File: src/design/sbsm_pkg.sv
`default_nettype none

package sbsm_pkg;

	// Access codes carried in the op field
	localparam logic [1:0] OP_CPU_RD = 2'd0;
	localparam logic [1:0] OP_CPU_WR = 2'd1;
	localparam logic [1:0] OP_PPU_RD = 2'd2;
	localparam logic [1:0] OP_PPU_WR = 2'd3;

	// Configuration register indexes
	localparam int CFG_IDX_W = 2;
	localparam logic [CFG_IDX_W-1:0] CFG_PRG_BANKS   = 2'd0;
	localparam logic [CFG_IDX_W-1:0] CFG_CHR_BANKS   = 2'd1;
	localparam logic [CFG_IDX_W-1:0] CFG_HDR_MIRROR  = 2'd2;

	// Serial load register targets, from CPU address bits 14:13
	localparam logic [1:0] SEL_CONTROL  = 2'd0;
	localparam logic [1:0] SEL_CHR_LOW  = 2'd1;
	localparam logic [1:0] SEL_CHR_HIGH = 2'd2;
	localparam logic [1:0] SEL_PRG      = 2'd3;

	// PRG banking modes, control bits 3:2
	localparam logic [1:0] PRG_MODE_FIX_FIRST = 2'd2;
	localparam logic [1:0] PRG_MODE_FIX_LAST  = 2'd3;

	localparam logic [4:0] CONTROL_RESET  = 5'h0C;
	localparam logic [4:0] PRG_MODE_BITS  = 5'h0C;
	localparam logic [2:0] MIRROR_FOUR    = 3'd4;
	localparam int         SHIFT_LOADS    = 5;

	// Pattern RAM is 8 KB, i.e. two 4 KB units
	localparam int         CHR_RAM_BYTES  = 8192;
	localparam int         CHR_UNIT_BYTES = 4096;
	localparam logic [5:0] CHR_RAM_UNITS  = 6'(CHR_RAM_BYTES / CHR_UNIT_BYTES);

	// Remainder unit sizes
	localparam int NUM_W  = 5;
	localparam int DEN_W  = 6;
	localparam int STEP_W = $clog2(NUM_W + 1);

	typedef enum logic [1:0] {
		ST_IDLE,
		ST_RUN,
		ST_FIN
	} state_t;

	typedef struct packed {
		logic             start;
		logic [NUM_W-1:0] num;
		logic [DEN_W-1:0] den;
	} rem_req_t;

	typedef struct packed {
		logic [4:0] prg_banks;
		logic [4:0] chr_banks;
		logic [2:0] hdr_mirror;
		logic [4:0] control;
		logic [4:0] chr_low;
		logic [4:0] chr_high;
		logic [3:0] prg_select;
		logic       control_written;
	} map_state_t;

	function automatic logic [2:0] mirror_of(map_state_t st);
		logic [2:0] m;
		if (st.control_written) begin
			m = {1'b0, st.control[1:0]};
		end else if (st.hdr_mirror > MIRROR_FOUR) begin
			m = MIRROR_FOUR;
		end else begin
			m = st.hdr_mirror;
		end
		return m;
	endfunction

endpackage

`default_nettype wire

File: src/design/sbsm_ifs.sv
`default_nettype none

interface sbsm_item_if;
	logic        valid;
	logic        ready;
	logic [1:0]  op;
	logic [15:0] address;
	logic [7:0]  data;

	modport source (output valid, output op, output address, output data, input ready);
	modport sink (input valid, input op, input address, input data, output ready);
endinterface

interface sbsm_result_if;
	logic        valid;
	logic        ready;
	logic [17:0] mapped_offset;
	logic        target;
	logic        storage_write;
	logic        rejected;
	logic [2:0]  mirroring;

	modport source (output valid, output mapped_offset, output target, output storage_write,
		output rejected, output mirroring, input ready);
	modport sink (input valid, input mapped_offset, input target, input storage_write,
		input rejected, input mirroring, output ready);
endinterface

interface sbsm_cfg_if;
	logic       valid;
	logic       ready;
	logic [1:0] index;
	logic [7:0] wdata;

	modport source (output valid, output index, output wdata, input ready);
	modport sink (input valid, input index, input wdata, output ready);
endinterface

`default_nettype wire

File: src/design/serial_bank_switch_mapper.sv
// A CPU write or a rejected PPU write goes from ST_IDLE straight to ST_FIN;
// a CPU read, PPU read or pattern RAM write first waits in ST_RUN.
// ST_FIN loads the result register once it is free. A new item is taken only
// in ST_IDLE, after the 5 bit-steps of the shared remainder unit if needed.
// Reset: asynchronous, active low; all mapper and config registers take their
// documented values at once and the result register empties.
`default_nettype none

module serial_bank_switch_mapper import sbsm_pkg::*; #(
	parameter int MAX_PRG_BANKS = 16
) (
	input  wire logic      clk,
	input  wire logic      arst_n,
	sbsm_cfg_if.sink       cfg,
	sbsm_item_if.sink      item,
	sbsm_result_if.source  result
);

	localparam logic [4:0] MAX_BANKS = 5'(MAX_PRG_BANKS);

	state_t         state_q, state_d;
	map_state_t     mst;
	rem_req_t       req;
	logic           rem_done;
	logic [DEN_W-1:0] rem_val;

	logic           item_xfer;
	logic           out_load;
	logic           is_cpu_wr;
	logic           chr_ram;
	logic           needs_div;

	// Translation inputs for the remainder unit
	logic [4:0]     banks;
	logic [3:0]     prg_idx;
	logic [4:0]     chr_unit;
	logic [NUM_W-1:0] num;
	logic [DEN_W-1:0] den;
	logic           is_chr;

	// Item context held while the remainder unit runs
	logic           is_chr_q;
	logic           zero_off_q;
	logic           wr_q;
	logic           rej_q;
	logic           tgt_q;
	logic [13:0]    low_q;

	// Result register
	logic           res_valid_q;
	logic [17:0]    res_offset_q;
	logic           res_target_q;
	logic           res_write_q;
	logic           res_rej_q;
	logic [2:0]     res_mirror_q;
	logic [17:0]    offset;

	assign cfg.ready = 1'b1;
	assign item_xfer = item.valid && item.ready;
	assign is_cpu_wr = (item.op == OP_CPU_WR);
	assign chr_ram   = (mst.chr_banks == '0);
	assign is_chr    = item.op[1];

	sbsm_regs u_regs (
		.clk       (clk),
		.arst_n    (arst_n),
		.cfg_we    (cfg.valid && cfg.ready),
		.cfg_index (cfg.index),
		.cfg_wdata (cfg.wdata),
		.cpu_we    (item_xfer && is_cpu_wr),
		.cpu_sel   (item.address[14:13]),
		.cpu_data  (item.data),
		.st        (mst)
	);

	// PRG bank pick: clamp the bank count, then apply the banking mode
	always_comb begin
		if (mst.prg_banks == '0) begin
			banks = 5'd1;
		end else if (mst.prg_banks > MAX_BANKS) begin
			banks = MAX_BANKS;
		end else begin
			banks = mst.prg_banks;
		end
		case (mst.control[3:2])
			PRG_MODE_FIX_FIRST: prg_idx = item.address[14] ? mst.prg_select : 4'd0;
			PRG_MODE_FIX_LAST:  prg_idx = item.address[14] ? 4'(banks - 5'd1)
			                                               : mst.prg_select;
			default:            prg_idx = {mst.prg_select[3:1], item.address[14]};
		endcase
	end

	// CHR unit pick in 4 KB steps: 8 KB mode forces the low bank even
	always_comb begin
		if (!mst.control[4]) begin
			chr_unit = {mst.chr_low[4:1], item.address[12]};
		end else if (item.address[12]) begin
			chr_unit = mst.chr_high;
		end else begin
			chr_unit = mst.chr_low;
		end
	end

	// The offset modulo storage size reduces to the bank index modulo the bank count
	always_comb begin
		if (is_chr) begin
			num = chr_unit;
			den = chr_ram ? CHR_RAM_UNITS : {mst.chr_banks, 1'b0};
		end else begin
			num = {1'b0, prg_idx};
			den = {1'b0, banks};
		end
	end

	assign needs_div = (item.op == OP_CPU_RD) || (item.op == OP_PPU_RD)
		|| ((item.op == OP_PPU_WR) && chr_ram);

	sbsm_rem u_rem (
		.clk    (clk),
		.arst_n (arst_n),
		.req    (req),
		.done   (rem_done),
		.rem    (rem_val)
	);

	// Sequencer: take an item, run the remainder unit if needed, then hand off
	always_comb begin
		state_d    = state_q;
		item.ready = 1'b0;
		out_load   = 1'b0;
		req.start  = 1'b0;
		req.num    = num;
		req.den    = den;
		case (state_q)
			ST_IDLE: begin
				item.ready = 1'b1;
				if (item.valid) begin
					if (needs_div) begin
						req.start = 1'b1;
						state_d   = ST_RUN;
					end else begin
						state_d   = ST_FIN;
					end
				end
			end
			ST_RUN: begin
				if (rem_done) begin
					state_d = ST_FIN;
				end
			end
			ST_FIN: begin
				// Load the result register once its previous transfer is done
				if (!res_valid_q || result.ready) begin
					out_load = 1'b1;
					state_d  = ST_IDLE;
				end
			end
			default: state_d = ST_IDLE;
		endcase
	end

	always_ff @(posedge clk or negedge arst_n) begin
		if (!arst_n) begin
			state_q <= ST_IDLE;
		end else begin
			state_q <= state_d;
		end
	end

	// Hold the item context for the result
	always_ff @(posedge clk) begin
		if (item_xfer) begin
			is_chr_q   <= is_chr;
			tgt_q      <= is_chr;
			low_q      <= item.address[13:0];
			zero_off_q <= !needs_div;
			wr_q       <= (item.op == OP_PPU_WR) && chr_ram;
			rej_q      <= (item.op == OP_PPU_WR) && !chr_ram;
		end
	end

	// Reassemble bank remainder and in-bank offset
	always_comb begin
		if (zero_off_q) begin
			offset = '0;
		end else if (is_chr_q) begin
			offset = {rem_val, low_q[11:0]};
		end else begin
			offset = {rem_val[3:0], low_q};
		end
	end

	always_ff @(posedge clk or negedge arst_n) begin
		if (!arst_n) begin
			res_valid_q <= 1'b0;
		end else if (out_load) begin
			res_valid_q <= 1'b1;
		end else if (result.ready) begin
			res_valid_q <= 1'b0;
		end
	end

	// Mirroring is sampled after any CPU write of this item has landed
	always_ff @(posedge clk) begin
		if (out_load) begin
			res_offset_q <= offset;
			res_target_q <= tgt_q;
			res_write_q  <= wr_q;
			res_rej_q    <= rej_q;
			res_mirror_q <= mirror_of(mst);
		end
	end

	assign result.valid         = res_valid_q;
	assign result.mapped_offset = res_offset_q;
	assign result.target        = res_target_q;
	assign result.storage_write = res_write_q;
	assign result.rejected      = res_rej_q;
	assign result.mirroring     = res_mirror_q;

	// The remainder unit finishes only while the sequencer waits on it
	a_rem_done_in_run: assert property (@(posedge clk) disable iff (!arst_n)
		rem_done |-> state_q == ST_RUN)
		else $error("remainder done outside run state");

	// A pattern RAM write always targets pattern storage and is never rejected
	a_write_target: assert property (@(posedge clk) disable iff (!arst_n)
		result.valid && result.storage_write |-> result.target && !result.rejected)
		else $error("storage write with bad target or reject");

	// A dropped write carries no offset
	a_reject_zero: assert property (@(posedge clk) disable iff (!arst_n)
		result.valid && result.rejected |-> result.mapped_offset == '0)
		else $error("rejected write with nonzero offset");

	// No new item is taken while the sequencer is busy
	a_no_take_busy: assert property (@(posedge clk) disable iff (!arst_n)
		item.valid && item.ready |=> state_q != ST_IDLE)
		else $error("sequencer idle right after a transfer");

endmodule

`default_nettype wire

File: src/design/sbsm_regs.sv
`default_nettype none

module sbsm_regs import sbsm_pkg::*; (
	input  wire logic                 clk,
	input  wire logic                 arst_n,
	input  wire logic                 cfg_we,
	input  wire logic [CFG_IDX_W-1:0] cfg_index,
	input  wire logic [7:0]           cfg_wdata,
	input  wire logic                 cpu_we,
	input  wire logic [1:0]           cpu_sel,
	input  wire logic [7:0]           cpu_data,
	output map_state_t                st
);

	logic [4:0] prg_banks_q;
	logic [4:0] chr_banks_q;
	logic [2:0] hdr_mirror_q;
	logic [4:0] control_q;
	logic [4:0] chr_low_q;
	logic [4:0] chr_high_q;
	logic [3:0] prg_select_q;
	logic       control_written_q;
	logic [4:0] shift_q;
	logic [2:0] count_q;

	logic [4:0] shift_nx;
	logic [2:0] count_nx;

	// Serial load: add the data bit at the current position
	always_comb begin
		for (int i = 0; i < SHIFT_LOADS; i++) begin
			shift_nx[i] = shift_q[i] | (cpu_data[0] && (count_q == 3'(i)));
		end
		count_nx = count_q + 3'd1;
	end

	always_ff @(posedge clk or negedge arst_n) begin
		if (!arst_n) begin
			prg_banks_q       <= 5'd2;
			chr_banks_q       <= 5'd1;
			hdr_mirror_q      <= 3'd3;
			control_q         <= CONTROL_RESET;
			chr_low_q         <= '0;
			chr_high_q        <= '0;
			prg_select_q      <= '0;
			control_written_q <= 1'b0;
			shift_q           <= '0;
			count_q           <= '0;
		end else begin
			if (cfg_we) begin
				case (cfg_index)
					CFG_PRG_BANKS:  prg_banks_q  <= cfg_wdata[4:0];
					CFG_CHR_BANKS:  chr_banks_q  <= cfg_wdata[4:0];
					CFG_HDR_MIRROR: hdr_mirror_q <= cfg_wdata[2:0];
					default: ;
				endcase
			end
			if (cpu_we) begin
				if (cpu_data[7]) begin
					shift_q   <= '0;
					count_q   <= '0;
					control_q <= control_q | PRG_MODE_BITS;
				end else if (count_nx >= 3'(SHIFT_LOADS)) begin
					case (cpu_sel)
						SEL_CONTROL: begin
							control_q         <= shift_nx;
							control_written_q <= 1'b1;
						end
						SEL_CHR_LOW:  chr_low_q    <= shift_nx;
						SEL_CHR_HIGH: chr_high_q   <= shift_nx;
						SEL_PRG:      prg_select_q <= shift_nx[3:0];
						default: ;
					endcase
					shift_q <= '0;
					count_q <= '0;
				end else begin
					shift_q <= shift_nx;
					count_q <= count_nx;
				end
			end
		end
	end

	always_comb begin
		st.prg_banks       = prg_banks_q;
		st.chr_banks       = chr_banks_q;
		st.hdr_mirror      = hdr_mirror_q;
		st.control         = control_q;
		st.chr_low         = chr_low_q;
		st.chr_high        = chr_high_q;
		st.prg_select      = prg_select_q;
		st.control_written = control_written_q;
	end

endmodule

`default_nettype wire

File: src/design/sbsm_rem.sv
`default_nettype none

module sbsm_rem import sbsm_pkg::*; (
	input  wire logic             clk,
	input  wire logic             arst_n,
	input  wire rem_req_t         req,
	output logic                  done,
	output logic [DEN_W-1:0]      rem
);

	logic [STEP_W-1:0] cnt_q;
	logic [NUM_W-1:0]  num_q;
	logic [DEN_W-1:0]  den_q;
	logic [DEN_W-1:0]  rem_q;
	logic [DEN_W:0]    trial;
	logic [DEN_W-1:0]  rem_nx;

	// One restoring step: shift in the next numerator bit, subtract if it fits
	always_comb begin
		trial = {rem_q, num_q[NUM_W-1]};
		if (trial >= {1'b0, den_q}) begin
			rem_nx = DEN_W'(trial - {1'b0, den_q});
		end else begin
			rem_nx = trial[DEN_W-1:0];
		end
	end

	assign done = (cnt_q == STEP_W'(1));
	assign rem  = rem_q;

	always_ff @(posedge clk or negedge arst_n) begin
		if (!arst_n) begin
			cnt_q <= '0;
		end else if (req.start) begin
			cnt_q <= STEP_W'(NUM_W);
		end else if (cnt_q != '0) begin
			cnt_q <= cnt_q - STEP_W'(1);
		end
	end

	always_ff @(posedge clk) begin
		if (req.start) begin
			num_q <= req.num;
			den_q <= req.den;
			rem_q <= '0;
		end else if (cnt_q != '0) begin
			num_q <= {num_q[NUM_W-2:0], 1'b0};
			rem_q <= rem_nx;
		end
	end

endmodule

`default_nettype wire

File: src/flat_wrapper.sv
// flat-port wrapper written by rule: the top's interface ports become plain ports
module serial_bank_switch_mapper_flat import sbsm_pkg::*;
#(
	parameter int MAX_PRG_BANKS = 16
)
  (clk, arst_n, cfg_valid, cfg_index, cfg_wdata, cfg_ready, item_valid, item_op, item_address, item_data, item_ready, result_valid, result_mapped_offset, result_target, result_storage_write, result_rejected, result_mirroring, result_ready);
  sbsm_cfg_if cfg_i ();
  sbsm_item_if item_i ();
  sbsm_result_if result_i ();
  input  wire logic clk;
  input  wire logic arst_n;
  input wire logic [$bits(cfg_i.valid)-1:0] cfg_valid;
  input wire logic [$bits(cfg_i.index)-1:0] cfg_index;
  input wire logic [$bits(cfg_i.wdata)-1:0] cfg_wdata;
  output wire logic [$bits(cfg_i.ready)-1:0] cfg_ready;
  input wire logic [$bits(item_i.valid)-1:0] item_valid;
  input wire logic [$bits(item_i.op)-1:0] item_op;
  input wire logic [$bits(item_i.address)-1:0] item_address;
  input wire logic [$bits(item_i.data)-1:0] item_data;
  output wire logic [$bits(item_i.ready)-1:0] item_ready;
  output wire logic [$bits(result_i.valid)-1:0] result_valid;
  output wire logic [$bits(result_i.mapped_offset)-1:0] result_mapped_offset;
  output wire logic [$bits(result_i.target)-1:0] result_target;
  output wire logic [$bits(result_i.storage_write)-1:0] result_storage_write;
  output wire logic [$bits(result_i.rejected)-1:0] result_rejected;
  output wire logic [$bits(result_i.mirroring)-1:0] result_mirroring;
  input wire logic [$bits(result_i.ready)-1:0] result_ready;
  assign cfg_i.valid = cfg_valid;
  assign cfg_i.index = cfg_index;
  assign cfg_i.wdata = cfg_wdata;
  assign cfg_ready = cfg_i.ready;
  assign item_i.valid = item_valid;
  assign item_i.op = item_op;
  assign item_i.address = item_address;
  assign item_i.data = item_data;
  assign item_ready = item_i.ready;
  assign result_valid = result_i.valid;
  assign result_mapped_offset = result_i.mapped_offset;
  assign result_target = result_i.target;
  assign result_storage_write = result_i.storage_write;
  assign result_rejected = result_i.rejected;
  assign result_mirroring = result_i.mirroring;
  assign result_i.ready = result_ready;
  serial_bank_switch_mapper #(.MAX_PRG_BANKS(MAX_PRG_BANKS)) u_core (.clk(clk), .arst_n(arst_n), .cfg(cfg_i), .item(item_i), .result(result_i));
endmodule
File: config.mk
export PLATFORM = sky130hd
export DESIGN_NAME = serial_bank_switch_mapper_flat
export DESIGN_NICKNAME = d
export VERILOG_FILES = /design/src/design/sbsm_pkg.sv /design/src/design/sbsm_ifs.sv /design/src/design/serial_bank_switch_mapper.sv /design/src/design/sbsm_regs.sv /design/src/design/sbsm_rem.sv /design/src/flat_wrapper.sv
export SDC_FILE = /design/constraint.sdc
export NUM_CORES = 1
export LEC_CHECK = 0
export ABC_AREA = 1
export BUFFER_PORTS_ARGS = -buffer_cell sky130_fd_sc_hd__buf_2
export CAP_MARGIN = 20
export CORE_MARGIN = 2
export CORE_UTILIZATION = 62
export CTS_CLUSTER_SIZE = 16
export DETAILED_ROUTE_END_ITERATION = 7
export PLACE_DENSITY = 0.85
export SLEW_MARGIN = 10
export SYNTH_ARGS = -nofsm -noshare
export SYNTH_HDL_FRONTEND = slang
export SYNTH_SLANG_ARGS = --single-unit
File: constraint.sdc
create_clock -name clk -period 5.35 [get_ports clk]
set_clock_uncertainty 0.15 [all_clocks]
set_input_delay 0.535 -clock clk [delete_from_list [all_inputs] [get_ports clk]]
set_output_delay 0.535 -clock clk [all_outputs]
set_load 0.02 [all_outputs]
**After elaboration in Yosys (flattened, before gate mapping)**

Cells that the tools add are included.

- Input port bits: 41
- Word-level logic and storage cells: 139
- Bits in registers: 106
- Output and inout port bits: 27

- Eq/ne operators: 20
- $add $sub $neg: 4
- Reductions and logical operators: 37
- Mux-type cells: 38
- $lt $le $gt $ge: 4
- Bitwise operators: 7

Operators with widths:

| operator | count |
|---|---|
| two-way mux 5 bit | 11 |
| two-way mux 4 bit | 5 |
| two-way mux 18 bit | 1 |
| == test 2 bit, second input constant | 8 |
| AND reduction 4 bit | 4 |
| two-way mux 3 bit | 5 |
| zero test 5 bit | 2 |
| two-way mux 2 bit | 5 |
| logical AND 1 bit | 9 |
| == test 2 x 1 -> 1 bit, second input constant | 4 |
| zero test 2 bit | 4 |
| two-way mux 1 bit | 8 |
| one-hot mux 4 bit (2 select lines) | 1 |
| nonzero test 2 bit | 4 |
| greater-or-equal comparator 7 x 6 -> 1 bit | 1 |
| == test 3 x 1 -> 1 bit, second input constant | 2 |
| == test 3 x 2 -> 1 bit, second input constant | 2 |
| two-way mux 6 bit | 1 |
| one-hot mux 2 bit (3 select lines) | 1 |
| AND reduction 2 bit | 3 |
| AND reduction 3 bit | 2 |
| subtractor 6 bit | 1 |
| greater-than comparator 5 bit, second input constant | 1 |
| OR 1 bit | 5 |
| other kinds (14) | 20 |

**Longest topological paths before layout**

Gate-level depths: netlist of run 1.

- Depth in word-level cells: 8
- Depth in mapped cells: 12
- Gate-level depth less buffers: 12

**Hierarchy**

Synthesis of run 1 repeated with hierarchy kept, for this count alone.

- Cell total of the unflattened synthesis: 539
- Area, all modules: 5031.1 um2

By module, submodules not included:

| module | instances | cells each | seq. area each (um2) | area an instance (um2) |
|---|---|---|---|---|
| serial_bank_switch_mapper | 1 | 212 | 1336.3 | 2077.0 |
| sbsm_regs | 1 | 185 | 1033.5 | 1747.9 |
| sbsm_rem | 1 | 142 | 525.5 | 1206.2 |

**Least setup slack after synthesis of run 1**

Ideal clock, no wire load.

- Kind: register to register
- Start point: reg u_core.state_q[1]
- End point: reg u_core.res_offset_q[0] (netlist: u_core.result.mapped_offset[0]) (enable)
- Library setup time: 0.405 ns
- Slack: 3.158 ns
- Path buffers: 0
- Required time: 4.795 ns
- Arrival: 1.637 ns
- Cell stages (with the launch flop): 5
- Cells stage by stage: dfrtp_1 > inv_1 > nor2_1 > inv_1 > nor2_1

- Word-level cells in the longest chain between the ends: 2

Ends and longest elaborated chain:

| element | RTL line | source |
|---|---|---|
| start, declared | serial_bank_switch_mapper.sv:21 | `state_t state_q, state_d;` |
| start signal, assigned | serial_bank_switch_mapper.sv:166 | `state_q <= state_d;` |
| == test 2 bit | serial_bank_switch_mapper.sv:134 | `case (state_q)` |
| two-way mux 1 bit | serial_bank_switch_mapper.sv:134 |  |
| via u_core.out_load | serial_bank_switch_mapper.sv:28 | `logic out_load;` |
| end signal, assigned | serial_bank_switch_mapper.sv:206 | `res_offset_q <= offset;` |
| end, declared | serial_bank_switch_mapper.sv:51 | `logic [17:0] res_offset_q;` |

The timed path passes the listed nets, and every way through them passes these cells.
A chain may end at the register's enable or synchronous reset.

==> impl_results.md, run 1 <==
* Number of standard cells in the layout, taps in and fillers out at 726
* Hold Path End: u_core.low_q[8]$_DFFE_PP_
* Number of global-route vias before repair at 3739
* Final Total Pwr at 0.00281 W
* Setup ws final at 2.91 ns
* Effective utilization at floorplan at 0.628
* Max-cap viol count at 0
* Half-perimeter wire length after detailed placement at 7.29 mm
* Total number of vias at 3874
* Critical Path Fanout Max at 20
* Total of buffers placed on input and output ports at 56
* Worst-margin pin slew at 0.741 ns
* Hold WC Path Type: primary input to flip-flop
* Switching power share of the total at 0.403
* Average via count per standard cell at 5.34
* Worst Hold Launch: item_address[8]
* Final count of pins violating max slew at 0
* Final number of hold-violating endpoints at 0
* Warnings, synthesis at 0
* Worst-case setup slack after placement at 2.68 ns
* Unrepaired setup endpoints after global routing: false
* Wirelength per Cell at 14.1 µm
* Min cycle time layout at 2.44 ns
* Skew-Pair Late Insertion Delay at 0.39 ns
* Cell count after placement at 707
* Fraction of registers with async set/reset at 0.443
* Most used cells in the layout excluding fill and tap cells: 145 x nand2_1, 94 x inv_1, 56 x buf_2, 53 x edfxtp_1, 45 x nor2_1
* Critical path data arrival time at 2.54 ns
* Element type at the critical path end: flip-flop
* TritonCTS clock tree: built
* Result of the run: completed
* Sequential share of power at 0.454
* Hold-critical path depth at 1
* Routability-driven placement congestion ratio at 0.845
* Main combinational cell family by area after synthesis: simple AND/OR/NAND/NOR gates
* Setup crit start kind: flip-flop
* Dominant synthesized flop cell: edfxtp_1
* Overall global routing resource usage at 0.245
* Pwr/cell area at 491 nW/µm²
* Number of synthesized flops with an enable pin at 53
* Clock input transition at the sequential cells of the worst setup and hold paths at 0.12 ns
* Simple-gate share of the synthesized area at 0.227
* Bufs on Longest Clock Path at 2
* Final-layout setup total negative slack at 0 ns
* Buffers inserted by post-CTS timing repair at 0
* Final Cycle Share at 0.456
* Ports at 68
* Floorplan die area at 8940 µm²
* Syn nets at 613
* Worst reg2reg startpoint: u_core.u_regs.chr_banks_q[3]$_DFFE_PN0P_
* Max frequency at 410 MHz
* Placeable core region at 8090 µm²
* Switch Pwr at 0.00113 W
* # resized after CTS at 0
* Cell-internal power at 0.00168 W
* Power share of the combinational group at 0.368
* Y dimension of the die at 94.6 µm
* Cell area after synthesis at 5090 µm²
* Clock buffers created by TritonCTS at 9
* Register-to-register setup slack at 2.91 ns
* Global-route wire length before repair at 16.8 mm
* Depth of the most critical reg-to-reg path at 7
* Synthesized area per cell at 9.16 µm²
* Xor and xnor fraction of the mapped netlist area at 0.00689
* Clock root buffer: clkbuf_8
* Iter 0 DRT Violations at 240
* Clk sinks at 106
* Number of antenna violations at the first check in global routing at 0
* Category of the most critical setup path: flip-flop to flip-flop
* Distinct cell type count of the synthesized netlist at 36
* Detailed-route DRC error count at 0
* Pin count of the biggest net entering global routing at 48
* Post-Syn Instances at 555
* Final Net Count at 674
* Relative slew slack at 0.504
* Number of iterations in the first detailed-routing pass at 5
* Post-synthesis mux area share at 0
* Peak VDD IR at 0.000208 V
* Area Growth Syn to Fin at 12.4%
* Width of the die at 94.6 µm
* Hold Slack at 0.164 ns
* Commonest non-fill, non-tap cell in the layout: nand2_1
* Register bit count reported by yosys at 106
* Area share of fa/ha/maj cells after synthesis at 0.0433
* Crit Reg-Reg Endpoint: u_core.u_rem.num_q[4]$_DFFE_PP_
* Standby leakage power at 2.84 nW
* Remaining global-route overflow at 0
* Total number of placement rows at 33
* Number of diodes added for antenna fixing at 0
* Detail Route Antenna Nets at 0
* Clock network power share at 0.178
* Worst EP required at 5.46 ns
* Sum of routed wire length over all layers at 10.2 mm
* # H-tree levels at 3
* Final setup vio count at 0
* Sequential-to-total area share from yosys stat at 0.569
* Share of layout cells above drive strength 1 at 0.155
* Compound-gate portion of the synthesized area at 0.0718
-- area by class of cell --
cell class | count | area (µm²)
inverter | 98 | 369
tap | 105 | 131
multi-input combinational | 342 | 1780
clock inverter | 7 | 78.8
fill | 578 | 2370
sequential | 106 | 2900
clock buffer | 9 | 124
timing repair buffer | 59 | 338
-- flip-flops by register name, indices dropped and copies added, names as in the netlist, 2 cells and up --
name and flops:
u_core.state_q 2, u_core.u_rem.rem 6, u_core.u_regs.control_q 5, u_core.u_rem.cnt_q 3, u_core.u_regs.hdr_mirror_q 3, u_core.result.mirroring 3
u_core.u_regs.chr_banks_q 5, u_core.u_regs.count_q 3, u_core.result.mapped_offset 18, u_core.u_regs.prg_select_q 4, u_core.u_regs.chr_low_q 5, u_core.u_rem.den_q 6
u_core.u_regs.chr_high_q 5, u_core.low_q 14, u_core.u_rem.num_q 5, u_core.u_regs.shift_q 5, u_core.u_regs.prg_banks_q 5
-- cells in the mapped netlist, types with 2 or more instances --
library cell,n,share of area
nand2_1,145,0.11
inv_1,94,0.069
edfxtp_1,53,0.31
nor2_1,46,0.034
dfrtp_1,41,0.20
nand3_1,38,0.037
o21ai_0,35,0.034
ha_1,16,0.039
o21ai_1,15,0.015
nand4_1,9,0.011
a21oi_1,7,0.0069
dfstp_2,6,0.031
dfxtp_1,6,0.024
clkbuf_1,4,0.0030
nand3_4,4,0.014
a211oi_1,3,0.0044
buf_2,3,0.0030
inv_2,3,0.0022
nor3_1,3,0.0030
xnor2_1,3,0.0052
a31oi_1,2,0.0025
nor2_4,2,0.0044
nor2_8,2,0.0079
o211ai_1,2,0.0030
o22ai_1,2,0.0025
-- what timing repair did --
| item | in CTS | in global routing |
|---|---|---|
| hold buffers | 0 | 1 |
| endpoints found under the hold margin | 0 | 9 |
| setup endpoints to repair | 0 | 0 |
-- power groups by stage --
stage	Combinational [W]	Clock [W]	Sequential [W]
2_1_floorplan	0.000700	0	0.00131
5_1_grt	0.00118	0.000536	0.00130
3_5_place_dp	0.00100	0	0.00129
3_3_place_gp	0.000948	0	0.00128
6_report	0.00103	0.000499	0.00128
4_1_cts	0.00101	0.000502	0.00128
-- metal layers --
metal / global-route usage / vias to the layer above / share of wire
met1: 0.306 / 1802 / 0.41
met4: 0.0870 / 0 / 0.020
met5: 0 / - / 0
met2: 0.429 / 141 / 0.52
met3: 0.0439 / 19 / 0.055
li1: - / 1912 / -
-- critical path, stage by stage (launching register included) --
cell	delay (ns)
dfrtp_1	0.42
nor2_1	0.13
nand3_1	0.15
o21ai_1	0.23
nand3_1	0.57
inv_2	0.42
o211ai_1	0.15
nand2_1	0.09
-- cell families after synthesis --
group | count (synthesis)
fa+ha+maj | 17
other cells | 1
buf+inv | 107
compound gates | 68
simple gates | 252
flops | 106
xor+xnor | 4
-- metrics by stage --
step                      utilization  instance area [µm²]
after floorplan                     -                 5090
after CTS                       0.700                 5660
after global routing            0.707                 5720
after global placement          0.675                 5460
final                           0.707                 5720
after detailed placement        0.675                 5460
-- worst max path at each step --
| stage | slack, ns | cells after the start | start | endpoint |
|---|---|---|---|---|
| floorplan | 3.16 | 4 | u_core.state_q[1]$_DFFE_PN0P_ | u_core.result.mapped_offset[0]$_SDFFCE_PP0P_ |
| global placement | 2.74 | 7 | item_op[1] | u_core.u_rem.num_q[4]$_DFFE_PP_ |
| detailed placement | 2.68 | 5 | item_op[1] | u_core.u_rem.num_q[1]$_DFFE_PP_ |
| CTS | 2.92 | 7 | u_core.u_regs.chr_banks_q[3]$_DFFE_PN0P_ | u_core.u_rem.num_q[4]$_DFFE_PP_ |
| global route | 2.65 | 7 | u_core.u_regs.chr_banks_q[4]$_DFFE_PN0P_ | u_core.u_rem.num_q[4]$_DFFE_PP_ |
| finish | 2.91 | 7 | u_core.u_regs.chr_banks_q[3]$_DFFE_PN0P_ | u_core.u_rem.num_q[4]$_DFFE_PP_ |
(Power assumes the default switching activity.)
==> run 2, diff against run 1 <==
--- a/config.mk
+++ b/config.mk
@@ -5,14 +5,14 @@
 export SDC_FILE = /design/constraint.sdc
 export NUM_CORES = 1
 export LEC_CHECK = 0
-export ABC_AREA = 1
+export ABC_AREA = 0
 export BUFFER_PORTS_ARGS = -buffer_cell sky130_fd_sc_hd__buf_2
 export CAP_MARGIN = 20
 export CORE_MARGIN = 2
-export CORE_UTILIZATION = 62
+export CORE_UTILIZATION = 57
 export CTS_CLUSTER_SIZE = 16
 export DETAILED_ROUTE_END_ITERATION = 7
-export PLACE_DENSITY = 0.85
+export PLACE_DENSITY = 0.79
 export SLEW_MARGIN = 10
 export SYNTH_ARGS = -nofsm -noshare
 export SYNTH_HDL_FRONTEND = slang
==> constraint.sdc (replaced) <==
create_clock -name clk -period 2.3 [get_ports clk]
set_clock_uncertainty 0.15 [all_clocks]
set_input_delay 0.23 -clock clk [delete_from_list [all_inputs] [get_ports clk]]
set_output_delay 0.23 -clock clk [all_outputs]
set_load 0.02 [all_outputs]
==> run 2 against run 1 <==
Net effect:
- critical path type unchanged
- worst setup slack got worse by 2.8 ns
- first-iteration DRC count decreased by 23%
- die area rose by 3.7%
- combinational power is 100% higher
- cell area is 0.87% higher
- highest routed layer unchanged
==> impl_results.md, run 2 <==
* Worst-margin pin slew at 0.575 ns
* Maximum single-stage delay on the critical path at 0.40 ns
* Switch Pwr at 0.00225 W
* Setup crit start kind: flip-flop
* Clk sinks at 106
* Standby leakage power at 2.52 nW
* Sequential-to-total area share from yosys stat at 0.596
* Unrepaired setup endpoints after global routing: false
* Detailed-route DRC error count at 0
* Clock input transition at the sequential cells of the worst setup and hold paths at 0.11 ns
* Average via count per standard cell at 5.64
* Synthesized area per cell at 12.6 µm²
* Area Growth Syn to Fin at 18.8%
* Cell area after synthesis at 4850 µm²
* Number of diodes added for antenna fixing at 0
* Ports at 68
* Total of buffers placed on input and output ports at 56
* Area leader, netlist: edfxtp_1
* Max frequency at 460 MHz
* Y dimension of the die at 96.3 µm
* Syn nets at 444
* CP max stage cell: dfrtp_1
* Most used cells in the layout excluding fill and tap cells: 56 x buf_2, 53 x edfxtp_1, 41 x dfrtp_1, 31 x mux2_2, 27 x nor2_1
* Critical-path cell list: inv_2 -> ha_1 -> nor3b_1 -> buf_4 -> nor4_4 -> nand3_1 -> mux2_2
* Max-cap viol count at 0
* Yosys top cell area share at 0.328
* Sum of routed wire length over all layers at 9.61 mm
* Area after DPL at 5330 µm²
* Number of global-route vias before repair at 3254
* Clock buffers created by TritonCTS at 9
* Total number of placement rows at 33
* Worst EP required at 2.42 ns
* Commonest non-fill, non-tap cell in the layout: buf_2
* Hold WC Path Type: primary input to flip-flop
* Final Net Count at 539
* Final number of hold-violating endpoints at 0
* Category of the most critical setup path: flip-flop to flip-flop
* Number of iterations in the first detailed-routing pass at 4
* Remaining global-route overflow at 0
* Pwr/cell area at 1070 nW/µm²
* Largest cells by area after synthesis: edfxtp_1 33%, dfrtp_1 21%, mux2_2 7.4%
* Element type at the critical path end: flip-flop
* Critical Path Fanout Max at 5
* Final Cycle Share at 0.945
* TritonCTS clock tree: built
* Half-perimeter wire length after detailed placement at 6.67 mm
* Leading cell types by count after synthesis: 53 x edfxtp_1, 41 x dfrtp_1, 32 x mux2_2
* Clock network power share at 0.187
* Post-Syn Instances at 386
* Critical path data arrival time at 2.30 ns
* Design area at 5770 µm²
* Clock root buffer: clkbuf_8
* Distinct cell type count of the synthesized netlist at 58
* Dominant synthesized flop cell: edfxtp_1
* Bufs on Longest Clock Path at 2
* Final setup vio count at 0
* Global-route wire length before repair at 15.6 mm
* Skew-Pair Late Insertion Delay at 0.39 ns
* Relative slew slack at 0.617
* Largest delay share family, worst path: simple AND/OR/NAND/NOR gates
* Result of the run: completed
* Max FFs per register at 18
* Power share of the combinational group at 0.337
* Warnings, synthesis at 0
* Sequential share of power at 0.475
* Final count of pins violating max slew at 0
* Width of the die at 96.3 µm
* # H-tree levels at 3
* Floorplan die area at 9270 µm²
* Number of synthesized flops with an enable pin at 53
* Fraction of registers with async set/reset at 0.443
* Placeable core region at 8220 µm²
* Effective utilization at floorplan at 0.591
* Min cycle time layout at 2.17 ns
* Share of layout cells above drive strength 1 at 0.278
* Fill cell instance count of the final layout at 579
* Wirelength per Cell at 16.3 µm
* Iter 0 DRT Violations at 186
* Peak VDD IR at 0.000547 V
* Final-layout setup total negative slack at 0 ns
* Overall global routing resource usage at 0.225
* Detail Route Antenna Nets at 0
* Total number of vias at 3336
* Number of antenna violations at the first check in global routing at 0
* Register bit count reported by yosys at 106
* Routability-driven placement congestion ratio at 0.864
* Pin count of the biggest net entering global routing at 22
* Cell-internal power at 0.00391 W
* Switching power share of the total at 0.366
* Most frequent cell after synthesis: edfxtp_1
* Total buffers and inverters traversed by the critical path at 2
run 2: worst register-to-register path, cell delays in order, from the launching register on:
cell and delay (ns):
dfrtp_1 0.40, inv_2 0.07, ha_1 0.30, nor3b_1 0.06, buf_4 0.14, nor4_4 0.35, nand3_1 0.26, mux2_2 0.33
run 2: cell families (layout without fill, tap and decap cells):
| family | after synthesis | in the layout | synth area share |
|---|---|---|---|
| compound gates | 72 | 72 | 0.102 |
| simple gates | 119 | 119 | 0.134 |
| buf+inv | 27 | 127 | 0.0240 |
| flops | 106 | 106 | 0.596 |
| xor+xnor | 4 | 4 | 0.00722 |
| fa+ha+maj | 17 | 17 | 0.0454 |
| other cells | 1 | 1 | 0.000772 |
| mux | 40 | 40 | 0.0907 |
run 2: power by group through the flow:
stage                     logic (W)  registers [W]  clock network [W]
final                       0.00208        0.00293            0.00115
after global routing        0.00232        0.00299            0.00124
after CTS                   0.00205        0.00292            0.00117
after detailed placement    0.00201        0.00296                  0
after global placement      0.00192        0.00293                  0
after floorplan             0.00135        0.00297                  0
run 2: worst paths after layout:
kind                                                           end  cells after the start                                  from  slack [ns]
hold / removal                     u_core.result.valid$_DFFE_PN0P_                      3                          result_ready        0.01
min in group asynchronous  u_core.u_regs.chr_high_q[1]$_DFFE_PN0P_                      2                                arst_n        0.08
setup / recovery            u_core.u_regs.chr_low_q[0]$_DFFE_PN0P_                      7  u_core.u_regs.count_q[1]$_DFFE_PN0P_        0.13
hold reg to reg              u_core.result.storage_write$_DFFE_PP_                      0                 u_core.wr_q$_DFFE_PP_        0.29
setup reg to reg            u_core.u_regs.chr_low_q[0]$_DFFE_PN0P_                      7  u_core.u_regs.count_q[1]$_DFFE_PN0P_        0.13
max in group asynchronous   u_core.u_regs.control_q[2]$_DFFE_PN1P_                      3                                arst_n        1.32
run 2: metrics by stage:
stage,util,hold WS (ns),setup slack (ns),total power (W),cells
2_1_floorplan,-,-0.216,-0.0406,0.00432,386
3_3_place_gp,0.648,-0.0328,0.120,0.00486,551
3_5_place_dp,0.648,-0.0353,0.0441,0.00497,551
4_1_cts,0.700,0.00400,0.0210,0.00614,589
5_1_grt,0.702,0.0361,0.00172,0.00655,591
6_report,0.702,0.00961,0.127,0.00616,591
run 2: what timing repair did:
item,CTS,global route
resized for setup,0,3
hold buffers,22,0
hold endpoints to repair,70,0
buffers inserted,0,2
setup endpoints to repair,0,14
run 2: area by class of cell:
cell class | count | area (µm²) | area share
Timing Repair Buffer | 95 | 628 | 0.109
Multi-Input combinational cell | 253 | 1850 | 0.321
Sequential cell | 106 | 2900 | 0.502
Clock buffer | 9 | 124 | 0.0215
Tap cell | 105 | 131 | 0.0228
Inverter | 16 | 60.1 | 0.0104
Clock inverter | 7 | 81.3 | 0.0141
run 2: routing by layer:
layer | GRT usage | wire length, µm | vias up
met4 | 0.0940 | 227 | 0
met3 | 0.0376 | 401 | 21
met5 | 0 | 0 | -
met2 | 0.399 | 4920 | 89
met1 | 0.270 | 4060 | 1622
li1 | - | - | 1604
==> run 3, diff against run 2 <==
==> constraint.sdc (replaced) <==
create_clock -name clk -period 2.3 [get_ports clk]
set_clock_uncertainty 0.15 [all_clocks]
set_input_delay 0.575 -clock clk [delete_from_list [all_inputs] [get_ports clk]]
set_output_delay 0.575 -clock clk [all_outputs]
set_load 0.02 [all_outputs]
==> run 3 against run 2 <==
Net effect:
- cell area decreased by 3.4%
- power increased by 0.18%
- worst setup slack got worse by 0.021 ns
- sequential share of layout area increased by 1.8 points
- first-iteration DRC count decreased by 11%
- routed wire length decreased by 1.4%
- largest cell class unchanged
==> impl_results.md, run 3 (same netlist as run 2, synthesis figures left out) <==
* Worst-case setup slack after placement at 0.0290 ns
* Cell count after placement at 552
* Overall global routing resource usage at 0.221
* Wirelength per Cell at 16.6 µm
* Routability-driven placement congestion ratio at 0.825
* Setup crit start kind: flip-flop
* Setup ws final at 0.106 ns
* Number of antenna violations at the first check in global routing at 0
* Total number of placement rows at 33
* Width of the die at 96.3 µm
* FF/Latch Area at 2900 µm²
* Hold WC Path Type: primary input to asynchronous set/reset pin
* Max-cap viol count at 0
* Share of layout cells above drive strength 1 at 0.295
* Detail Route Antenna Nets at 0
* Placeable core region at 8220 µm²
* Detailed-route DRC error count at 0
* Ports at 68
* Floorplan die area at 9270 µm²
* Number of global-route vias before repair at 3313
* Min cycle time layout at 2.19 ns
* Fill cell instance count of the final layout at 597
* Worst-margin pin slew at 0.572 ns
* Clk sinks at 106
* Category of the most critical setup path: flip-flop to flip-flop
* Critical Path Fanout Max at 5
* Area after DPL at 5340 µm²
* Skew-Pair Late Insertion Delay at 0.38 ns
* CP max stage cell: dfrtp_1
* Clock root buffer: clkbuf_8
* Bufs on Longest Clock Path at 2
* Clock input transition at the sequential cells of the worst setup and hold paths at 0.11 ns
* Hold_buf cts at 0
* Pin count of the biggest net entering global routing at 25
* Average via count per standard cell at 5.66
* Number of diodes added for antenna fixing at 0
* Number of standard cells in the layout, taps in and fillers out at 569
* Design area at 5570 µm²
* Final-layout setup total negative slack at 0 ns
* Global-route wire length before repair at 15.5 mm
* Final count of pins violating max slew at 0
* # H-tree levels at 3
* Total number of vias at 3219
* Relative slew slack at 0.619
* Multi-input gate area at 1870 µm²
* Area Growth Syn to Fin at 14.8%
* Total of buffers placed on input and output ports at 56
* Critical-path cell list: inv_2 -> ha_1 -> nor3b_1 -> buf_4 -> nor4_4 -> nand3b_1 -> buf_4 -> mux2_4
* Final Cycle Share at 0.954
* Most prevalent standard cell on the critical path: buf_4
* Sum of routed wire length over all layers at 9.47 mm
* Clock buffers created by TritonCTS at 9
* Number of iterations in the first detailed-routing pass at 5
* Unrepaired setup endpoints after global routing: false
* Element type at the critical path end: flip-flop
* Critical path data arrival time at 2.31 ns
* Commonest non-fill, non-tap cell in the layout: buf_2
* Pwr/cell area at 1110 nW/µm²
* Peak VDD IR at 0.000660 V
* Final setup vio count at 0
* Max FFs per register at 18
* Standby leakage power at 2.43 nW
* Remaining global-route overflow at 0
* Final number of hold-violating endpoints at 0
* Effective utilization at floorplan at 0.591
* Final Net Count at 517
* Iter 0 DRT Violations at 165
* Final Total Pwr at 0.00617 W
* Worst EP required at 2.42 ns
* Half-perimeter wire length after detailed placement at 6.76 mm
* Max frequency at 456 MHz
* TritonCTS clock tree: built
* Most used cells in the layout excluding fill and tap cells: 56 x buf_2, 53 x edfxtp_1, 41 x dfrtp_1, 31 x mux2_2, 27 x nor2_1
* Y dimension of the die at 96.3 µm
* Result of the run: completed
* Maximum single-stage delay on the critical path at 0.42 ns
-- run 3: critical path, delay by kind of cell, from the launching register on --
kind	cells	cell delay [ns]
AND/OR/NAND/NOR	3	0.53
buffers and inverters	3	0.40
multiplexers	1	0.30
flip-flops	1	0.42
adder cells (fa/ha/maj)	1	0.30
-- run 3: final cells by class --
type,instances,share of cell area
Inverter,16,0.0108
Sequential cell,106,0.520
Clock inverter,7,0.0150
Tap cell,105,0.0236
Timing Repair Buffer,73,0.0732
Multi-Input combinational cell,253,0.336
Clock buffer,9,0.0222
-- run 3: routing by layer --
layer  wire length [µm]  GRT usage  vias up  part of all wire
li1                   -          -     1548                 -
met1               4090      0.269     1558              0.43
met2               4730      0.389       98              0.50
met3                474     0.0345       15             0.050
met4                178     0.0976        0             0.019
met5                  0          0        -                 0
-- run 3: where the power goes --
group / total [W] / switching [W] / internal, W / leakage [nW]
sequential: 0.00293 / 0.000349 / 0.00258 / 1.16
combinational: 0.00205 / 0.00118 / 0.000870 / 1.17
clock: 0.00118 / 0.000733 / 0.000448 / 0.106
-- run 3: stage by stage --
stage | utilization | hold WS [ns]
floorplan | - | 0.129
global placement | 0.649 | 0.251
detailed placement | 0.649 | 0.286
CTS | 0.675 | 0.0336
global route | 0.678 | 0.0630
finish | 0.678 | 0.0305
-- run 3: worst paths after layout --
path	startpoint	cells past startpoint	slack, ns	endpoint
max	u_core.u_regs.count_q[0]$_DFFE_PN0P_	8	0.11	u_core.u_regs.chr_high_q[1]$_DFFE_PN0P_
max in group asynchronous	arst_n	2	1.30	u_core.u_regs.hdr_mirror_q[0]$_DFFE_PN1P_
min	arst_n	1	0.03	u_core.u_rem.cnt_q[0]$_DFFE_PN0P_
max reg2reg	u_core.u_regs.count_q[0]$_DFFE_PN0P_	8	0.11	u_core.u_regs.chr_high_q[1]$_DFFE_PN0P_
min in group clk	item_address[4]	1	0.21	u_core.low_q[4]$_DFFE_PP_
min reg2reg	u_core.rej_q$_DFFE_PP_	0	0.32	u_core.result.rejected$_DFFE_PP_
-- run 3: what timing repair did --
item / 4_1_cts / 5_1_grt
resized for setup: 0 / 4
buffers inserted: 0 / 1
setup endpoints to repair: 0 / 10
